--- src/rtl/irpdt_pkg.sv ---
// Shared types, constants and helpers for the IR pulse-distance transmitter.
`timescale 1ns / 1ps
package irpdt_pkg;

  // Field widths of the channels.
  localparam int OP_W     = 2;
  localparam int CODE_W   = 32;
  localparam int DIGIT_W  = 8;
  localparam int TICKS_W  = 16;
  localparam int CFG_IDX_W = 3;

  // Default and largest supported number of data bits in a frame.
  localparam int CODE_BITS_DEF = 32;
  localparam int MAX_CODE_BITS = 64;

  // Operation codes of an input word.
  localparam logic [OP_W-1:0] OP_RAW    = 2'd0;
  localparam logic [OP_W-1:0] OP_DIGITS = 2'd1;
  localparam logic [OP_W-1:0] OP_TICK   = 2'd2;

  // Configuration register indexes.
  localparam logic [CFG_IDX_W-1:0] REG_LEAD_MARK  = 3'd0;
  localparam logic [CFG_IDX_W-1:0] REG_LEAD_SPACE = 3'd1;
  localparam logic [CFG_IDX_W-1:0] REG_BIT_MARK   = 3'd2;
  localparam logic [CFG_IDX_W-1:0] REG_ZERO_SPACE = 3'd3;
  localparam logic [CFG_IDX_W-1:0] REG_ONE_SPACE  = 3'd4;

  // Register reset values (NEC timing in microseconds).
  localparam logic [TICKS_W-1:0] LEAD_MARK_RST  = 16'd9000;
  localparam logic [TICKS_W-1:0] LEAD_SPACE_RST = 16'd4500;
  localparam logic [TICKS_W-1:0] BIT_MARK_RST   = 16'd562;
  localparam logic [TICKS_W-1:0] ZERO_SPACE_RST = 16'd562;
  localparam logic [TICKS_W-1:0] ONE_SPACE_RST  = 16'd1687;

  // Frame phase, one-hot.
  typedef enum logic [5:0] {
    PH_IDLE       = 6'b000001,
    PH_LEAD_MARK  = 6'b000010,
    PH_LEAD_SPACE = 6'b000100,
    PH_BIT_MARK   = 6'b001000,
    PH_BIT_SPACE  = 6'b010000,
    PH_STOP_MARK  = 6'b100000
  } phase_t;

  // Phase lengths as currently programmed.
  typedef struct packed {
    logic [TICKS_W-1:0] lead_mark;
    logic [TICKS_W-1:0] lead_space;
    logic [TICKS_W-1:0] bit_mark;
    logic [TICKS_W-1:0] zero_space;
    logic [TICKS_W-1:0] one_space;
  } cfg_t;

  // One input word.
  typedef struct packed {
    logic [OP_W-1:0]    op;
    logic [CODE_W-1:0]  raw_code;
    logic [DIGIT_W-1:0] first_digit;
    logic [DIGIT_W-1:0] second_digit;
    logic [DIGIT_W-1:0] third_digit;
  } in_item_t;

  // One result word.
  typedef struct packed {
    logic carrier_on;
    logic busy_res;
    logic frame_done;
    logic start_rejected;
  } res_t;

  // A programmed length of zero counts as one tick.
  function automatic logic [TICKS_W-1:0] len_of(input logic [TICKS_W-1:0] v);
    len_of = (v == '0) ? TICKS_W'(1) : v;
  endfunction

endpackage

--- src/rtl/irpdt_if.sv ---
// Channel interfaces: input word stream, result word stream and register writes.
`timescale 1ns / 1ps
interface irpdt_in_if;
  import irpdt_pkg::*;
  logic               valid;
  logic               ready;
  logic [OP_W-1:0]    op;
  logic [CODE_W-1:0]  raw_code;
  logic [DIGIT_W-1:0] first_digit;
  logic [DIGIT_W-1:0] second_digit;
  logic [DIGIT_W-1:0] third_digit;
  modport source (output valid, op, raw_code, first_digit, second_digit, third_digit,
                  input ready);
  modport sink   (input valid, op, raw_code, first_digit, second_digit, third_digit,
                  output ready);
endinterface

interface irpdt_out_if;
  logic valid;
  logic ready;
  logic carrier_on;
  logic busy_res;
  logic frame_done;
  logic start_rejected;
  modport source (output valid, carrier_on, busy_res, frame_done, start_rejected,
                  input ready);
  modport sink   (input valid, carrier_on, busy_res, frame_done, start_rejected,
                  output ready);
endinterface

interface irpdt_cfg_if;
  import irpdt_pkg::*;
  logic                 valid;
  logic                 ready;
  logic [CFG_IDX_W-1:0] index;
  logic [TICKS_W-1:0]   data;
  modport source (output valid, index, data, input ready);
  modport sink   (input valid, index, data, output ready);
endinterface

--- src/rtl/ir_pulse_distance_transmitter.sv ---
// Top level of the NEC-style IR pulse-distance transmitter.
// The result word of an accepted input word is registered and offered in the following cycle.
// Throughput: one word per cycle; the sequencer step is a counter compare and phase update.
// The result register frees in the same cycle it is taken, so input stalls only on output stall.
// Reset (synchronous, rst_n low): idle phase, cleared timer and code, registers at NEC defaults.
`timescale 1ns / 1ps
module ir_pulse_distance_transmitter #(
  parameter int CODE_BITS = irpdt_pkg::CODE_BITS_DEF
) (
  input  logic         clk,
  input  logic         rst_n,
  irpdt_in_if.sink     in_if,
  irpdt_out_if.source  out_if,
  irpdt_cfg_if.sink    cfg_if
);
  import irpdt_pkg::*;

  cfg_t     cfg;
  in_item_t item;
  res_t     res;
  res_t     res_r;
  logic     out_valid_r;
  logic     in_accept;

  // Register writes are always taken.
  assign cfg_if.ready = 1'b1;

  irpdt_cfg_regs u_cfg (
    .clk      (clk),
    .rst_n    (rst_n),
    .wr_en    (cfg_if.valid),
    .wr_index (cfg_if.index),
    .wr_data  (cfg_if.data),
    .cfg      (cfg)
  );

  // Input word and handshake.
  assign item.op           = in_if.op;
  assign item.raw_code     = in_if.raw_code;
  assign item.first_digit  = in_if.first_digit;
  assign item.second_digit = in_if.second_digit;
  assign item.third_digit  = in_if.third_digit;
  assign in_if.ready = !out_valid_r || out_if.ready;
  assign in_accept   = in_if.valid && in_if.ready;

  irpdt_seq #(.CODE_BITS(CODE_BITS)) u_seq (
    .clk    (clk),
    .rst_n  (rst_n),
    .accept (in_accept),
    .item   (item),
    .cfg    (cfg),
    .res    (res)
  );

  // Result register.
  always_ff @(posedge clk) begin
    if (!rst_n) begin
      out_valid_r <= 1'b0;
    end else if (in_accept) begin
      out_valid_r <= 1'b1;
    end else if (out_if.ready) begin
      out_valid_r <= 1'b0;
    end
  end

  always_ff @(posedge clk) begin
    if (in_accept) begin
      res_r <= res;
    end
  end

  assign out_if.valid          = out_valid_r;
  assign out_if.carrier_on     = res_r.carrier_on;
  assign out_if.busy_res       = res_r.busy_res;
  assign out_if.frame_done     = res_r.frame_done;
  assign out_if.start_rejected = res_r.start_rejected;

endmodule

--- src/rtl/irpdt_cfg_regs.sv ---
// Register file holding the five phase lengths.
`timescale 1ns / 1ps
module irpdt_cfg_regs (
  input  logic                           clk,
  input  logic                           rst_n,
  input  logic                           wr_en,
  input  logic [irpdt_pkg::CFG_IDX_W-1:0] wr_index,
  input  logic [irpdt_pkg::TICKS_W-1:0]   wr_data,
  output irpdt_pkg::cfg_t                cfg
);
  import irpdt_pkg::*;

  cfg_t cfg_r;

  // Write the addressed register; unknown indexes are dropped.
  always_ff @(posedge clk) begin
    if (!rst_n) begin
      cfg_r.lead_mark  <= LEAD_MARK_RST;
      cfg_r.lead_space <= LEAD_SPACE_RST;
      cfg_r.bit_mark   <= BIT_MARK_RST;
      cfg_r.zero_space <= ZERO_SPACE_RST;
      cfg_r.one_space  <= ONE_SPACE_RST;
    end else if (wr_en) begin
      case (wr_index)
        REG_LEAD_MARK:  cfg_r.lead_mark  <= wr_data;
        REG_LEAD_SPACE: cfg_r.lead_space <= wr_data;
        REG_BIT_MARK:   cfg_r.bit_mark   <= wr_data;
        REG_ZERO_SPACE: cfg_r.zero_space <= wr_data;
        REG_ONE_SPACE:  cfg_r.one_space  <= wr_data;
        default: ;
      endcase
    end
  end

  assign cfg = cfg_r;

endmodule

--- src/rtl/irpdt_seq.sv ---
// Frame sequencer: phase, phase timer, data shift register and bit count.
`timescale 1ns / 1ps
module irpdt_seq #(
  parameter int CODE_BITS = irpdt_pkg::CODE_BITS_DEF
) (
  input  logic                clk,
  input  logic                rst_n,
  input  logic                accept,
  input  irpdt_pkg::in_item_t item,
  input  irpdt_pkg::cfg_t     cfg,
  output irpdt_pkg::res_t     res
);
  import irpdt_pkg::*;

  localparam int BITS_W = $clog2(CODE_BITS + 1);

  phase_t               phase_r, phase_nxt;
  logic [TICKS_W-1:0]   timer_r, timer_nxt;
  logic [CODE_BITS-1:0] shift_r, shift_nxt;
  logic [BITS_W-1:0]    bits_r, bits_nxt;

  logic [TICKS_W:0]         timer_inc;
  logic [TICKS_W-1:0]       cur_len;
  logic [CODE_W-1:0]        load_code;
  logic [MAX_CODE_BITS-1:0] code_wide;
  logic [BITS_W-1:0]        bits_inc;
  logic                     is_start;
  logic                     done;
  logic                     rejected;

  // Code to load: raw, or three digits followed by their XOR checksum.
  always_comb begin
    if (item.op == OP_RAW) begin
      load_code = item.raw_code;
    end else begin
      load_code = {item.first_digit, item.second_digit, item.third_digit,
                   item.first_digit ^ item.second_digit ^ item.third_digit};
    end
    code_wide = {{(MAX_CODE_BITS-CODE_W){1'b0}}, load_code};
  end

  // Length of the phase in progress.
  always_comb begin
    case (phase_r)
      PH_LEAD_MARK:  cur_len = len_of(cfg.lead_mark);
      PH_LEAD_SPACE: cur_len = len_of(cfg.lead_space);
      PH_BIT_MARK:   cur_len = len_of(cfg.bit_mark);
      PH_BIT_SPACE:  cur_len = shift_r[0] ? len_of(cfg.one_space) : len_of(cfg.zero_space);
      PH_STOP_MARK:  cur_len = len_of(cfg.bit_mark);
      default:       cur_len = TICKS_W'(1);
    endcase
  end

  assign timer_inc = {1'b0, timer_r} + 1'b1;
  assign bits_inc  = bits_r + 1'b1;
  assign is_start  = item.op inside {OP_RAW, OP_DIGITS};

  // Next state for an accepted word.
  always_comb begin
    phase_nxt = phase_r;
    timer_nxt = timer_r;
    shift_nxt = shift_r;
    bits_nxt  = bits_r;
    done      = 1'b0;
    rejected  = 1'b0;
    if (is_start) begin
      if (phase_r != PH_IDLE) begin
        rejected = 1'b1;
      end else begin
        shift_nxt = code_wide[CODE_BITS-1:0];
        bits_nxt  = '0;
        timer_nxt = '0;
        phase_nxt = PH_LEAD_MARK;
      end
    end else if (item.op == OP_TICK && phase_r != PH_IDLE) begin
      if (timer_inc >= {1'b0, cur_len}) begin
        timer_nxt = '0;
        case (phase_r)
          PH_LEAD_MARK:  phase_nxt = PH_LEAD_SPACE;
          PH_LEAD_SPACE: phase_nxt = PH_BIT_MARK;
          PH_BIT_MARK:   phase_nxt = PH_BIT_SPACE;
          PH_BIT_SPACE: begin
            shift_nxt = shift_r >> 1;
            bits_nxt  = bits_inc;
            phase_nxt = (bits_inc >= BITS_W'(CODE_BITS)) ? PH_STOP_MARK : PH_BIT_MARK;
          end
          default: begin
            phase_nxt = PH_IDLE;
            done      = 1'b1;
          end
        endcase
      end else begin
        timer_nxt = timer_inc[TICKS_W-1:0];
      end
    end
  end

  // State registers advance only on an accepted word.
  always_ff @(posedge clk) begin
    if (!rst_n) begin
      phase_r <= PH_IDLE;
      timer_r <= '0;
      shift_r <= '0;
      bits_r  <= '0;
    end else if (accept) begin
      phase_r <= phase_nxt;
      timer_r <= timer_nxt;
      shift_r <= shift_nxt;
      bits_r  <= bits_nxt;
    end
  end

  // Result word as seen after this step.
  always_comb begin
    res.carrier_on     = (phase_nxt == PH_LEAD_MARK) || (phase_nxt == PH_BIT_MARK) ||
                         (phase_nxt == PH_STOP_MARK);
    res.busy_res       = (phase_nxt != PH_IDLE);
    res.frame_done     = done;
    res.start_rejected = rejected;
  end

endmodule

--- src/flat_wrapper.sv ---
// flat-port wrapper written by rule: the top's interface ports become plain ports
module ir_pulse_distance_transmitter_flat import irpdt_pkg::*;
#(
  parameter int CODE_BITS = irpdt_pkg::CODE_BITS_DEF
)
  (clk, rst_n, in_if_valid, in_if_op, in_if_raw_code, in_if_first_digit, in_if_second_digit, in_if_third_digit, in_if_ready, out_if_valid, out_if_carrier_on, out_if_busy_res, out_if_frame_done, out_if_start_rejected, out_if_ready, cfg_if_valid, cfg_if_index, cfg_if_data, cfg_if_ready);
  irpdt_in_if in_if_i ();
  irpdt_out_if out_if_i ();
  irpdt_cfg_if cfg_if_i ();
  input  logic clk;
  input  logic rst_n;
  input wire logic [$bits(in_if_i.valid)-1:0] in_if_valid;
  input wire logic [$bits(in_if_i.op)-1:0] in_if_op;
  input wire logic [$bits(in_if_i.raw_code)-1:0] in_if_raw_code;
  input wire logic [$bits(in_if_i.first_digit)-1:0] in_if_first_digit;
  input wire logic [$bits(in_if_i.second_digit)-1:0] in_if_second_digit;
  input wire logic [$bits(in_if_i.third_digit)-1:0] in_if_third_digit;
  output wire logic [$bits(in_if_i.ready)-1:0] in_if_ready;
  output wire logic [$bits(out_if_i.valid)-1:0] out_if_valid;
  output wire logic [$bits(out_if_i.carrier_on)-1:0] out_if_carrier_on;
  output wire logic [$bits(out_if_i.busy_res)-1:0] out_if_busy_res;
  output wire logic [$bits(out_if_i.frame_done)-1:0] out_if_frame_done;
  output wire logic [$bits(out_if_i.start_rejected)-1:0] out_if_start_rejected;
  input wire logic [$bits(out_if_i.ready)-1:0] out_if_ready;
  input wire logic [$bits(cfg_if_i.valid)-1:0] cfg_if_valid;
  input wire logic [$bits(cfg_if_i.index)-1:0] cfg_if_index;
  input wire logic [$bits(cfg_if_i.data)-1:0] cfg_if_data;
  output wire logic [$bits(cfg_if_i.ready)-1:0] cfg_if_ready;
  assign in_if_i.valid = in_if_valid;
  assign in_if_i.op = in_if_op;
  assign in_if_i.raw_code = in_if_raw_code;
  assign in_if_i.first_digit = in_if_first_digit;
  assign in_if_i.second_digit = in_if_second_digit;
  assign in_if_i.third_digit = in_if_third_digit;
  assign in_if_ready = in_if_i.ready;
  assign out_if_valid = out_if_i.valid;
  assign out_if_carrier_on = out_if_i.carrier_on;
  assign out_if_busy_res = out_if_i.busy_res;
  assign out_if_frame_done = out_if_i.frame_done;
  assign out_if_start_rejected = out_if_i.start_rejected;
  assign out_if_i.ready = out_if_ready;
  assign cfg_if_i.valid = cfg_if_valid;
  assign cfg_if_i.index = cfg_if_index;
  assign cfg_if_i.data = cfg_if_data;
  assign cfg_if_ready = cfg_if_i.ready;
  ir_pulse_distance_transmitter #(.CODE_BITS(CODE_BITS)) u_core (.clk(clk), .rst_n(rst_n), .in_if(in_if_i), .out_if(out_if_i), .cfg_if(cfg_if_i));
endmodule
--- config.mk ---
export PLATFORM = sky130hd
export DESIGN_NAME = ir_pulse_distance_transmitter_flat
export DESIGN_NICKNAME = d
export VERILOG_FILES = /design/src/rtl/irpdt_pkg.sv /design/src/rtl/irpdt_if.sv /design/src/rtl/ir_pulse_distance_transmitter.sv /design/src/rtl/irpdt_cfg_regs.sv /design/src/rtl/irpdt_seq.sv /design/src/flat_wrapper.sv
export SDC_FILE = /design/constraint.sdc
export NUM_CORES = 1
export LEC_CHECK = 0
export ABC_AREA = 1
export BUFFER_PORTS_ARGS = -buffer_cell sky130_fd_sc_hd__buf_2
export CORE_MARGIN = 2
export CORE_UTILIZATION = 57
export DETAILED_ROUTE_END_ITERATION = 6
export PLACE_DENSITY = 0.78
export REMOVE_ABC_BUFFERS = 1
export SYNTH_ARGS = -nofsm -noshare
export SYNTH_HDL_FRONTEND = slang
export SYNTH_SLANG_ARGS = --single-unit
--- constraint.sdc ---
create_clock -name clk -period 4.1 [get_ports clk]
set_input_delay 0.41 -clock clk [delete_from_list [all_inputs] [get_ports clk]]
set_output_delay 0.41 -clock clk [all_outputs]
set_load 0.005 [all_outputs]
==> results of run 1 <==
## kinds of logic (layout without fill, tap and decap cells)
family                     after synthesis  count (layout)
xor gates and xnor gates                29              29
adders and majority gates               18              18
other                                    1               1
DFF                                    145             145
AOI/OAI and AO/OA                      271             271
and+or+nand+nor                        464             464
buffers and inverters                  149             220
## how the worst max path moves through the flow
| stage | slack [ns] | cells after the start | to |
|---|---|---|---|
| detailed placement | 0.31 | 17 | u_core.u_seq.shift_r[0] |
| global placement | 0.45 | 17 | u_core.u_seq.shift_r[0] |
| CTS | 0.28 | 17 | u_core.u_seq.shift_r[0] |
| global route | 0.009 | 18 | u_core.u_seq.shift_r[9] |
| floorplan | 0.79 | 21 | u_core.u_seq.shift_r[0] |
| finish | 0.49 | 18 | u_core.u_seq.shift_r[0] |
## flip-flops by register name (all words and copies together) (netlist names)
register,flops
u_core.out_if.busy_res,1
u_core.out_if.start_rejected,1
u_core.u_seq.bits_r,6
u_core.out_if.carrier_on,1
u_core.out_if.valid,1
u_core.u_seq.timer_r,16
u_core.u_cfg.cfg,80
u_core.u_seq.phase_r,6
u_core.out_if.frame_done,1
u_core.u_seq.shift_r,32
## metrics by stage
| step | total power (uW) | cell area, um2 | hold WS, ns | utilization, % | worst slack (ns) |
|---|---|---|---|---|---|
| global placement | 2070 | 8010 | 0.456 | 61.2 | 0.445 |
| CTS | 3480 | 8550 | 0.257 | 65.3 | 0.280 |
| floorplan | 1890 | 7310 | 0.441 | - | 0.790 |
| finish | 3490 | 8580 | 0.268 | 65.6 | 0.485 |
| global route | 3630 | 8580 | 0.283 | 65.6 | 0.00950 |
| detailed placement | 2080 | 8010 | 0.460 | 61.2 | 0.311 |
## metal layers
metal | vias up | GRT usage (%)
met1 | 3384 | 41.2
met3 | 30 | 6.18
met4 | 0 | 10.6
li1 | 3736 | -
met2 | 255 | 43.2
met5 | - | 0
## where the power goes
part,total [uW],switching [uW],internal [uW]
registers,1540,47.5,1490
clock network,1420,601,820
logic,530,347,183
## cell usage in the layout, fill, tap and decap left out, drive strengths merged, types with 9 or more instances in the layout
cell type and n:
inv 91, ha 18, o211ai 11, buf 96
a21oi 73, o21ai 124, xnor2 18, a31oi 22
nand2 187, xor2 11, nand3 50, nor4 18
clkbuf 23, nor2 189, nand4 11, dfxtp 141
clkinv 9
## worst max-delay path: stages, from the launching register on
cell	delay (ns)
dfxtp_1	0.34
nor2_1	0.24
nand4_1	0.21
nand2_1	0.51
inv_1	0.12
o22ai_1	0.15
a221oi_1	0.10
ha_1	0.30
nand2_1	0.07
nor2_1	0.16
nand4_1	0.13
nand2_1	0.08
nand2_1	0.08
nand3_4	0.16
nand3_2	0.12
nand2_4	0.21
inv_2	0.25
o21ai_1	0.19
a21oi_1	0.05
## area by class of cell
class                   instances  area [um2]
clock buffers                  23         479
well taps                     176         220
repair buffers                 96         515
clock inverters                 8        55.1
inverters                      93         349
multi-input cells             783        4020
fillers                      1162        4500
flip-flops and latches        145        2940
## what timing repair did
action	CTS	global route
hold buffers	0	0
buffers inserted	0	3
endpoints found under the hold margin	0	0
setup endpoints to repair	0	29
==> impl_metrics.json, run 1 <==
{
  "initial_core_util_pct": 57.7,
  "io_pins": 89,
  "dp_hpwl_um": 13600,
  "rrSetupSlack_ns": 0.49,
  "yosys.area_share.simple_pct": 26.3,
  "final_max_slew_viol_count": 0,
  "port_buffers": 87,
  "rsz0062_at_grt": "no",
  "die_area_mm2": 0.0142,
  "ys_warn_count": 0,
  "drt_iter0_markers": 815,
  "crit_type": "register to register",
  "grt_overflow_total": 0,
  "critPathMaxFanout": 30,
  "grt_pass1_vias": 6751,
  "reg2reg_depth": 18,
  "cts.clk_slew.worst_paths_ns": 0.06,
  "finalClockSkew_ns": 0.00953,
  "finalHoldViolCount": 0,
  "r2r-start": "u_core.u_seq.phase_r[1]",
  "synth_top_cell_by_area": "dfxtp_1",
  "synth_commonest_cells": "nand2_1 (181), nor2_1 (181), dfxtp_1 (141), o21ai_0 (109), inv_1 (82)",
  "max_cap_violations": 0,
  "clk_latency_ns": 0.43,
  "leakage_uw": 0.00382,
  "coreArea_mm2": 0.0131,
  "wl_um": 20000,
  "synth_compound_area_share_pct": 20.5,
  "synth-edff-count": 4,
  "r2r-end": "u_core.u_seq.shift_r[0]",
  "postRouteAntennaNets": 0,
  "netlist_instances": 1077,
  "whs_path_depth": 3,
  "grt_pass1_wl_um": 33000,
  "postSynthAreaPerCell_um2": 7.01,
  "cts_buffers": 17,
  "fin_cells": 1324,
  "drcViolationCount": 0,
  "synthXorXnorAreaFrac_pct": 3.36,
  "slew_headroom_pct": 28.6,
  "htreeDepth": 4,
  "fmax_ghz": 0.277,
  "synth_top_family_by_area": "simple AND/OR/NAND/NOR gates",
  "period_needed_ns": 3.61,
  "min_path_type": "input pin to register",
  "n_antenna_cell": 0,
  "grt_max_degree": 116,
  "top_layer_used": "met4",
  "clock-root-buffer": "clkbuf_16",
  "clock_sinks": 145,
  "area_growth_pct": 13.6,
  "ir_worst_vdd_v": 0.000296,
  "num_rows": 42,
  "grtUsageTotal_pct": 29.0,
  "detail_route.wl_per_cell_um": 15.1,
  "status": "completed",
  "synth_async_sr_flop_share_pct": 0,
  "netlist_top_cells_area": "dfxtp_1 (37%), nand2_1 (9.0%), nor2_1 (9.0%)",
  "die_w_um": 119,
  "dr.pass1.iters": 6,
  "ctsResizeCount": 0,
  "wl_met3_um": 1470,
  "holdCritStartpoint": "cfg_if_data[2]",
  "layout.nets": 1236,
  "yosysSeqAreaShare_pct": 39.0,
  "vias_per_cell": 5.59,
  "worst_hold_path.endpoint": "u_core.u_cfg.cfg[2]",
  "synthMuxAreaShare_pct": 0,
  "syn_area_mm2": 0.00755,
  "routed-wl-met2_um": 8640,
  "m1WireLength_um": 9510,
  "tightest_slew_ns": 1.07,
  "drive_above_1_share_pct": 13.3,
  "synthAdderAreaFrac_pct": 2.98,
  "dr_total_vias": 7405,
  "critPathArrivalTime_ns": 3.92,
  "grt_antenna_before_repair": 0,
  "powerDensity_mw_per_mm2": 406,
  "critPathLaunchType": "register",
  "synth_cell_type_count": 49,
  "yosys.area.top_type_share_pct": 37.4,
  "worst_setup_path_end_kind": "register",
  "place.gp.congestion": 0.909,
  "cp.required_ns": 4.41,
  "synth-seq-cells": 145,
  "cts_buffer_depth": 2,
  "setup_tns_ns": 0,
  "setup_viol": 0,
  "die_h_um": 119,
  "placed_cells": 1290,
  "worstSetupStartpoint": "u_core.u_seq.phase_r[1]",
  "synthFlopType": "dfxtp_1",
  "period_share_pct": 88.2,
  "tritoncts": "done"
}
No activity file was read; power rests on OpenSTA's default activity.
==> inputs of run 2 (changes only) <==
- CORE_ASPECT_RATIO: unset -> 0.7
==> run 2 against run 1 <==
  * Global-route usage increased by 1.7 points
  * Maximum frequency fell by 1.7%
  * Clock skew increased by 0.0047 ns
  * Critical endpoint is now u_core.u_seq.shift_r[29]
  * Combinational power grew 2%
  * Largest power group is now clock
  * Utilization rose by 0.57 points
  * Cell count shrank 0.38%
  * First-iteration DRC count rose by 8.0%
  * Sequential share of layout area shrank 0.20 points
  * Non-clock buffer count up 4
  * Largest cell class unchanged
  * Critical path depth decreased by 1
  * Flip-flop and latch count unchanged
==> impl_metrics.json, run 2 (synthesis gave the netlist of run 1 again) <==
{
  "status": "completed",
  "die_area_mm2": 0.0142,
  "cts.clk_slew.worst_paths_ns": 0.06,
  "htreeDepth": 4,
  "dp_hpwl_um": 15200,
  "post-cts-setup-buffers": 0,
  "ir_worst_vdd_v": 0.000265,
  "leakage_uw": 0.00385,
  "grt_antenna_before_repair": 0,
  "critPathLaunchType": "register",
  "setup_viol": 0,
  "dr_total_vias": 7559,
  "initial_core_util_pct": 57.9,
  "period_share_pct": 89.7,
  "cts_buffer_depth": 2,
  "critPathMaxFanout": 42,
  "clock_sinks": 145,
  "multi_input_area_mm2": 0.00402,
  "grt_pass1_vias": 6815,
  "clock-root-buffer": "clkbuf_16",
  "n_antenna_cell": 0,
  "dr.pass1.iters": 5,
  "rsz0062_at_grt": "no",
  "final_cell_mix": "nand2_1 (181), nor2_1 (181), dfxtp_1 (141), o21ai_0 (109), buf_2 (87)",
  "timing.hold.ws_ns": 0.257,
  "critPathArrivalTime_ns": 4.00,
  "min_path_type": "input pin to register",
  "clk_latency_ns": 0.43,
  "whs_path_depth": 3,
  "layout.nets": 1240,
  "slew_headroom_pct": 43.2,
  "detail_route.wl_per_cell_um": 16.3,
  "port_buffers": 87,
  "final_max_slew_viol_count": 0,
  "powerDensity_mw_per_mm2": 418,
  "postRouteAntennaNets": 0,
  "max_cap_violations": 0,
  "grt_overflow_total": 0,
  "coreArea_mm2": 0.0131,
  "hold_buffers": 0,
  "seqCellArea_mm2": 0.00294,
  "tritoncts": "done",
  "grtUsageTotal_pct": 30.7,
  "crit_type": "register to register",
  "largest_register_ffs": 80,
  "die_w_um": 142,
  "drive_above_1_share_pct": 14.0,
  "reg2reg_depth": 17,
  "wl_um": 21500,
  "io_pins": 89,
  "vias_per_cell": 5.73,
  "setup_tns_ns": 0,
  "grt_max_degree": 83,
  "place.gp.congestion": 0.954,
  "tightest_slew_ns": 0.851,
  "drcViolationCount": 0,
  "drt_iter0_markers": 880,
  "cts_buffers": 17,
  "fmax_ghz": 0.272,
  "finalClockSkew_ns": 0.0143,
  "worst_setup_path_end_kind": "register",
  "num_rows": 35,
  "grt_pass1_wl_um": 34500,
  "period_needed_ns": 3.68,
  "fill_cells": 1182,
  "finalHoldViolCount": 0,
  "cp.required_ns": 4.42,
  "area_growth_pct": 14.3,
  "die_h_um": 100,
  "ctsResizeCount": 0
}
==> run 2: changes by cell type in the layout (fill, tap and decap cells not counted) <==
cell	delta
inv_4	-1
clkbuf_16	-1
clkbuf_8	+1
inv_6	+3
inv_8	+1
buf_4	+5
clkinv_2	-2
clkbuf_1	-3
clkinv_4	+2
buf_12	-1
bufinv_16	+1
==> run 2: routing by layer <==
metal | GRT usage (%) | wire length (um)
met5 | 0 | 0
met1 | 46.4 | 10400
met3 | 7.01 | 1960
met4 | 7.85 | 314
met2 | 44.1 | 8820
==> run 2: stage by stage <==
stage / cells / cell area [um2] / utilization [%] / power (uW) / worst slack [ns]
2_1_floorplan: 1021 / 7310 / - / 1890 / 0.790
3_3_place_gp: 1287 / 8050 / 61.7 / 2080 / 0.615
3_5_place_dp: 1287 / 8050 / 61.7 / 2090 / 0.503
4_1_cts: 1319 / 8630 / 66.1 / 3610 / 0.495
5_1_grt: 1319 / 8630 / 66.1 / 3760 / 0.0656
6_report: 1319 / 8630 / 66.1 / 3610 / 0.421
==> run 2: where the power goes <==
part	internal [uW]	total [uW]	leakage, uW	switching (uW)
sequential	1490	1530	0.00119	47.1
clock	880	1540	0.000283	655
combinational	186	541	0.00238	355
==> run 2: area by class of cell <==
cell class	instances	share of cell area, %
tap	166	2.41
inverter	93	4.04
clock inverter	12	1.43
multi-input combinational	783	46.6
sequential	145	34.1
timing repair buffer	100	6.17
clock buffer	20	5.29
==> run 2: critical path, cell delays in order (launching register included) <==
cell      delay (ns)
dfxtp_1         0.34
nor2_1          0.24
nand4_1         0.45
inv_1           0.40
a22o_1          0.21
a221oi_1        0.05
ha_1            0.34
nand2_1         0.05
nor2_1          0.17
nand4_1         0.10
nor2_1          0.15
nand2_2         0.08
nand3_4         0.13
nand3_2         0.12
nand2_4         0.08
buf_4           0.37
o21ai_0         0.17
o211a_1         0.13
==> run 2: worst paths after layout <==
check	slack, ns	end	startpoint
max	0.42	u_core.u_seq.shift_r[29]	u_core.u_seq.phase_r[2]
min	0.26	u_core.u_cfg.cfg[0]	cfg_if_data[0]
max reg2reg	0.42	u_core.u_seq.shift_r[29]	u_core.u_seq.phase_r[2]
min reg2reg	0.47	u_core.u_cfg.cfg[27]	u_core.u_cfg.cfg[27]
==> inputs of run 3 (changes only) <==
- CORE_UTILIZATION: 57 -> 34
- MAX_ROUTING_LAYER: unset -> met4
- PLACE_DENSITY: 0.78 -> unset
==> run 3 against run 2 <==
  * Register-to-register slack barely moved
  * Sequential power barely moved
  * Critical path depth rose by 2
  * Via count fell by 1.1%
  * Sequential share of layout area fell by 0.60 points
  * First-iteration DRC count fell by 25%
==> impl_metrics.json, run 3 (synthesis gave the netlist of run 1 again) <==
{
  "status": "completed",
  "critPathMaxFanout": 30,
  "die_area_mm2": 0.0234,
  "die_h_um": 129,
  "dp_slack_ns": 0.503,
  "worstPathCellList": "nor2_1, nand2_1, nor3_2, buf_4, o21ai_0, a21oi_1, a211oi_1, ha_1, nand2_1, nor2_1, nand4_1, nand2_1, nand2_1, nand3_4, nand3_2, nand2_4, buf_4, o21ai_0, o211a_1",
  "tightest_slew_ns": 1.04,
  "n_antenna_cell": 0,
  "grt_pass1_wl_um": 36200,
  "dr.pass1.iters": 7,
  "grt_max_degree": 110,
  "tritoncts": "done",
  "dp_hpwl_um": 16100,
  "clock-root-buffer": "clkbuf_16",
  "dr_total_vias": 7475,
  "switchingPower_uw": 1070,
  "setup_tns_ns": 0,
  "hold_buffers": 0,
  "switching_share_pct": 29.2,
  "holdCritStartpoint": "cfg_if_data[1]",
  "htreeDepth": 4,
  "worstSetupStartpoint": "u_core.u_seq.phase_r[0]",
  "cp.required_ns": 4.43,
  "area_growth_pct": 16.3,
  "cts_buffers": 17,
  "grt_antenna_before_repair": 0,
  "p_comb_share_pct": 14.8,
  "post-cts-setup-buffers": 0,
  "final_cell_mix": "nand2_1 (181), nor2_1 (181), dfxtp_1 (141), o21ai_0 (109), buf_2 (86)",
  "fin_ws_ns": 0.415,
  "initial_core_util_pct": 34.7,
  "crit_slowest_cell": "dfxtp_1",
  "cp_num_cells": 19,
  "fin_cells": 1433,
  "placed_cells": 1401,
  "cp_slowest_stage_delay_ns": 0.34,
  "cts_buffer_depth": 2,
  "place.gp.congestion": 0.880,
  "reg2reg_depth": 19,
  "postRouteAntennaNets": 0,
  "num_rows": 45,
  "crit_top_cell": "nand2_1",
  "crit_type": "register to register",
  "coreArea_mm2": 0.0217,
  "dpl-instance-area_mm2": 0.00819,
  "powerDensity_mw_per_mm2": 417,
  "fmax_ghz": 0.271,
  "finalClockSkew_ns": 0.0119,
  "internal-power_uw": 2590,
  "setup_viol": 0,
  "ir_worst_vdd_v": 0.000333,
  "max_cap_violations": 0,
  "period_needed_ns": 3.69,
  "grtUsageTotal_pct": 20.3,
  "path_delay_family": "simple AND/OR/NAND/NOR gates",
  "clk_latency_ns": 0.44,
  "cts.clk_slew.worst_paths_ns": 0.06,
  "drcViolationCount": 0,
  "clkPwrFrac_pct": 43.3,
  "drt_iter0_markers": 662,
  "port_buffers": 87,
  "r2r-start": "u_core.u_seq.phase_r[0]",
  "wl_um": 22700,
  "slew_headroom_pct": 30.5,
  "final_max_slew_viol_count": 0,
  "worst_setup_path_end_kind": "register",
  "io_pins": 89,
  "grt_pass1_vias": 6830,
  "detail_route.wl_per_cell_um": 15.8,
  "largest_register_ffs": 80,
  "vias_per_cell": 5.22,
  "ctsResizeCount": 0,
  "critPathArrivalTime_ns": 4.02,
  "die_w_um": 182,
  "finalHoldViolCount": 0,
  "layout.nets": 1238,
  "fill_cells": 2284,
  "drive_above_1_share_pct": 14.0,
  "clock_sinks": 145,
  "leakage_uw": 0.00385,
  "rsz0062_at_grt": "no",
  "grt_overflow_total": 0,
  "final_util_pct": 40.4,
  "period_share_pct": 89.9,
  "critPathBufInv": 2,
  "min_path_type": "input pin to register",
  "critPathLaunchType": "register",
  "whs_path_depth": 3,
  "seq_power_share_pct": 41.9,
  "fin_area_mm2": 0.00879
}
==> run 3: cell types whose count changed in the layout (fill, tap and decap cells not counted), sizes merged <==
cell      previous run  this run
buf                100        98
clkbuf              20        18
clkinv               9        11
inv                 94        92
bufinv               1         2
clkinvlp             1         2
==> run 3: through the flow <==
step	total power, uW	hold slack [ns]
6_report	3660	0.253
5_1_grt	3820	0.258
4_1_cts	3680	0.238
3_5_place_dp	2100	0.458
3_3_place_gp	2090	0.452
2_1_floorplan	1890	0.441
==> run 3: power by group through the flow <==
stage / registers, uW / clock network, uW / logic [uW]
2_1_floorplan: 1550 / 0 / 342
3_3_place_gp: 1560 / 0 / 529
3_5_place_dp: 1560 / 0 / 538
4_1_cts: 1530 / 1610 / 539
5_1_grt: 1540 / 1670 / 612
6_report: 1540 / 1580 / 542
==> run 3: path summary, 6_finish.rpt <==
kind / endpoint / slack (ns)
setup / recovery: u_core.u_seq.shift_r[29] / 0.41
hold / removal: u_core.u_cfg.cfg[1] / 0.25
setup reg to reg: u_core.u_seq.shift_r[29] / 0.41
hold reg to reg: u_core.u_seq.shift_r[31] / 0.47
==> run 3: final cells by class <==
type | instances | area [um2] | share of cell area (%)
clock buffers | 18 | 439 | 5.00
clock inverters | 14 | 158 | 1.79
inverters | 93 | 349 | 3.97
multi-input cells | 783 | 4020 | 45.8
flip-flops and latches | 145 | 2940 | 33.5
well taps | 282 | 353 | 4.02
repair buffers | 98 | 520 | 5.92
==> run 3: worst register-to-register path, delay by kind of cell (launching register included) <==
kind,cells,cell delay (ns)
adders and majority gates,1,0.33
and+or+nand+nor,11,1.49
buffers and inverters,2,0.60
AOI/OAI and AO/OA,5,0.81
DFF,1,0.34
==> run 3: metal layers <==
layer	track usage (%)	wire length (um)	up-vias
met2	27.1	9000	247
li1	-	-	3731
met5	-	0	-
met3	6.14	1800	21
met4	5.22	228	0
met1	29.3	11600	3476
